<file path="config.mk">
export PLATFORM = sky130hd
export DESIGN_NAME = arl_out_buf
export DESIGN_NICKNAME = d
export VERILOG_FILES = /design/src/rtl/core/arl_out_buf.sv
export SDC_FILE = /design/constraint.sdc
export NUM_CORES = 1
export LEC_CHECK = 0
export BUFFER_PORTS_ARGS = -buffer_cell sky130_fd_sc_hd__buf_2
export CAP_MARGIN = 0
export CORE_UTILIZATION = 56
export DETAILED_ROUTE_END_ITERATION = 12
export PLACE_DENSITY = 0.89
export SLEW_MARGIN = 30
export SYNTH_ARGS = -nofsm -noshare
export SYNTH_HDL_FRONTEND = slang
export SYNTH_SLANG_ARGS = --single-unit
</file>
<file path="constraint.sdc">
create_clock -name clock -period 14.7 [get_ports clock]
set_clock_uncertainty 0.05 [all_clocks]
set_input_delay 0.735 -clock clock [delete_from_list [all_inputs] [get_ports clock]]
set_output_delay 0.735 -clock clock [all_outputs]
set_load 0.005 [all_outputs]
</file>
<file path="src/rtl/core/arl_out_buf.sv">
// two-entry result buffer between the pipeline and the result channel
`timescale 1ns / 1ps
`default_nettype none

module arl_out_buf #(
   parameter int W = 129
) (
   input  logic         clock,
   input  logic         reset,
   input  logic         push,
   input  logic [W-1:0] push_data,
   input  logic         out_ready,
   output logic         out_valid,
   output logic [W-1:0] out_data,
   output logic         full
);

   logic [W-1:0] entry_ff [0:1];
   logic         wr_ptr_ff, rd_ptr_ff;
   logic [1:0]   count_ff, count_in;
   logic         pop;

   assign out_valid = count_ff != 2'd0;
   assign full      = count_ff == 2'd2;
   assign pop       = out_valid & out_ready;
   assign out_data  = entry_ff[rd_ptr_ff];

   // occupancy follows push and pop
   always_comb begin
      count_in = count_ff;
      if (push && !pop) count_in = count_ff + 2'd1;
      if (!push && pop) count_in = count_ff - 2'd1;
   end

   always_ff @(posedge clock) begin
      if (reset) begin
         count_ff  <= 2'd0;
         wr_ptr_ff <= 1'b0;
         rd_ptr_ff <= 1'b0;
      end else begin
         count_ff <= count_in;
         if (push) wr_ptr_ff <= ~wr_ptr_ff;
         if (pop) rd_ptr_ff <= ~rd_ptr_ff;
      end
   end

   always_ff @(posedge clock) begin
      if (push) entry_ff[wr_ptr_ff] <= push_data;
   end

endmodule

`default_nettype wire

</file>
==> results.cfg <==
[run_status]
outcome = complete, no violations

[critical_path]
cp_max_fo = 66
r2r_start = wr_ptr_ff
cp_data_required_time_ns = 13.91
r2r_setup_slack_ns = 12.47
worst_ep_arrival_time_ns = 2.78
end_kind = primary output
crit_type = flip-flop to primary output
reg2regPathDepth = 2
r2r_end = entry_ff[1][65]
start_kind = flip-flop

[power]
p_leak_uw = 0.00443
power_uw = 1860
power.density_nw_per_um2 = 157
intPower_uw = 1430
power.clock.fraction = 0.331
ir_worst_vdd_mv = 0.130
switching_share = 0.230
power.net_switching_uw = 428
seq_power_share = 0.494
comb_power_share = 0.175

[sta]
hold_ws_ns = 0.368
finalCriticalPeriod_ns = 3.57
max_clock_freq_ghz = 0.280
relSlewSlack = 0.427
setup_tns_ns = 0
finalCritPeriodShare = 0.243
setup_viol = 0
hold_violations = 0
worst_slew_pin_slew_ns = 0.860
slew_viol_final = 0
grt_setup_unrepaired = false

[clock_tree]
clock-root-buffer = clkbuf_16
hold_buffers = 0
htree_levels = 1
post_cts_buffers = 0
cts_buffer_depth = 3
clk_pin_slew_ns = 0.06
cts_tree = yes
cts_resized = 0
clock-sinks = 263
clkLatencyLatePin_ns = 0.50
cts-buffers-inserted = 25

[cells_and_area]
area_growth_pct = 24.5
num_antenna_cells = 0
fill_cells = 1017
nNetsFinal = 838
multi_input_area_um2 = 1570
regArea_um2 = 7850
layout-drive-gt1-share = 0.600

[global_route]
grt_first_pass_wirelength_um = 27000
grt_pass1_vias = 5326
antenna_found_initial = 1
grt_overflow = 0
track_usage = 0.200
grt_max_degree = 87

[routing]
drt-vias-per-instance = 5.23
dr.first_iter.drc_count = 220
drt.antenna.violating_nets = 0
vias = 4928
first_pass_iters = 4
drc = 0
drt-wirelength-per-cell_um = 19.0
wl_um = 17900

[synth]
synth_seq_cells = 263
synth_top_area_cell = edfxtp_1
avgSynthCellArea_um2 = 22.4
synth_flop_cell = edfxtp_1
yosysMostFrequentCell = edfxtp_1
synth_top_area_share = 0.814
netlist_instances = 424
synth_edf_count = 258
async_flop_share = 0
ys_seq_area_frac = 0.825
synth_area_leaders = edfxtp_1, mux2_2, dfxtp_1
synth_cell_type_count = 17
syn_area_um2 = 9510
syn-num-nets = 558
yosys-top-cells-count = edfxtp_1, mux2_2, buf_4, dfxtp_1, nor2_1
ys_warn_count = 0

[min_path]
hold_class = primary input to flip-flop
holdPathEnd = entry_ff[0][63]
whs_path_depth = 1
worstHoldStart = push_data[63]

[floorplanning]
rows = 47
die-area_um2 = 17500
core_area_um2 = 16600
chipWidth_um = 132
ios = 264
start_util = 0.574
die_h_um = 132

[placed_design]
place_congestion = 0.767
place.detailed.hpwl_um = 11600
port_buffers = 263

[job]
max_cap_violations = 0
## stage by stage
stage,area (µm²),instances,worst slack [ns],utilization
finish,11800,942,11.13,0.714
detailed placement,11100,897,11.61,0.667
CTS,11800,942,11.05,0.714
floorplan,9510,424,7.83,-
global route,11800,942,10.94,0.714
global placement,11100,897,11.68,0.666
## layout by cell type, fill, tap and decap left out
cell type,synthesis,routed
buf_2,3,263
edfxtp_1,258,258
mux2_2,129,129
clkbuf_16,0,25
clkbuf_1,0,7
clkinv_1,0,6
nor2_1,5,4
dfxtp_1,5,4
xnor2_1,3,3
clkinv_2,0,3
bufinv_16,0,3
buf_6,0,2
buf_4,11,2
o21a_1,1,1
or2_2,1,1
and2_4,0,1
and2b_2,1,1
inv_1,1,1
nor2_4,0,1
xor2_1,1,1
o21ai_0,1,1
or3_1,1,1
a21oi_1,1,1
ha_1,1,1
dfxtp_4,0,1
clkinvlp_4,0,1
## power groups by stage
| stage | Sequential [µW] | Clock [µW] | Combinational [µW] |
|---|---|---|---|
| after floorplan | 910 | 0 | 219 |
| after global placement | 929 | 0 | 313 |
| after detailed placement | 934 | 0 | 324 |
| after CTS | 919 | 624 | 329 |
| after global routing | 924 | 651 | 348 |
| final | 917 | 614 | 326 |
## critical path: stages, from the launching register on
cell and delay [ns]:
dfxtp_4 0.87, buf_4 0.78, mux2_2 0.43, buf_2 0.14
## registers in the layout, indices dropped and copies added (netlist names), named ones only
register and count:
count_ff 2, wr_ptr_ff 1, entry_ff 258, rd_ptr_ff 1
## worst max path at each step
stage / depth (start not counted) / start / to / slack (ns)
6_report: 3 / flip-flop / out_data[108] / 11.13
3_3_place_gp: 3 / flip-flop / out_data[19] / 11.68
4_1_cts: 3 / flip-flop / out_data[125] / 11.05
5_1_grt: 3 / flip-flop / out_data[108] / 10.94
2_1_floorplan: 2 / push / entry_ff[0][0] / 7.83
3_5_place_dp: 3 / flip-flop / out_data[19] / 11.61
## per-layer routing
| metal | routed length, µm | share of wire | vias to the layer above | global-route usage |
|---|---|---|---|---|
| li1 | - | - | 2241 | - |
| met1 | 6520 | 0.36 | 2421 | 0.228 |
| met2 | 9490 | 0.53 | 227 | 0.365 |
| met3 | 1440 | 0.081 | 39 | 0.0542 |
| met4 | 456 | 0.025 | 0 | 0.0632 |
| met5 | 0 | 0 | - | 0 |
## logic make-up (layout without fill, tap and decap cells)
family,Yosys count,in the layout,share of synthesized area
buf+inv,15,313,0.0107
simple gates,9,9,0.00487
xor+xnor,4,4,0.00368
compound gates,3,3,0.00184
flops,263,263,0.825
fa+ha+maj,1,1,0.00132
mux,129,129,0.153
## final cells by class
cell class | count | area share
timing repair buffer | 267 | 0.114
sequential | 263 | 0.663
inverter | 1 | 0.000317
clock inverter | 13 | 0.0114
multi-input combinational | 146 | 0.133
clock buffer | 32 | 0.0550
tap | 220 | 0.0232
Note: power is estimated with default switching activity, not from simulation.
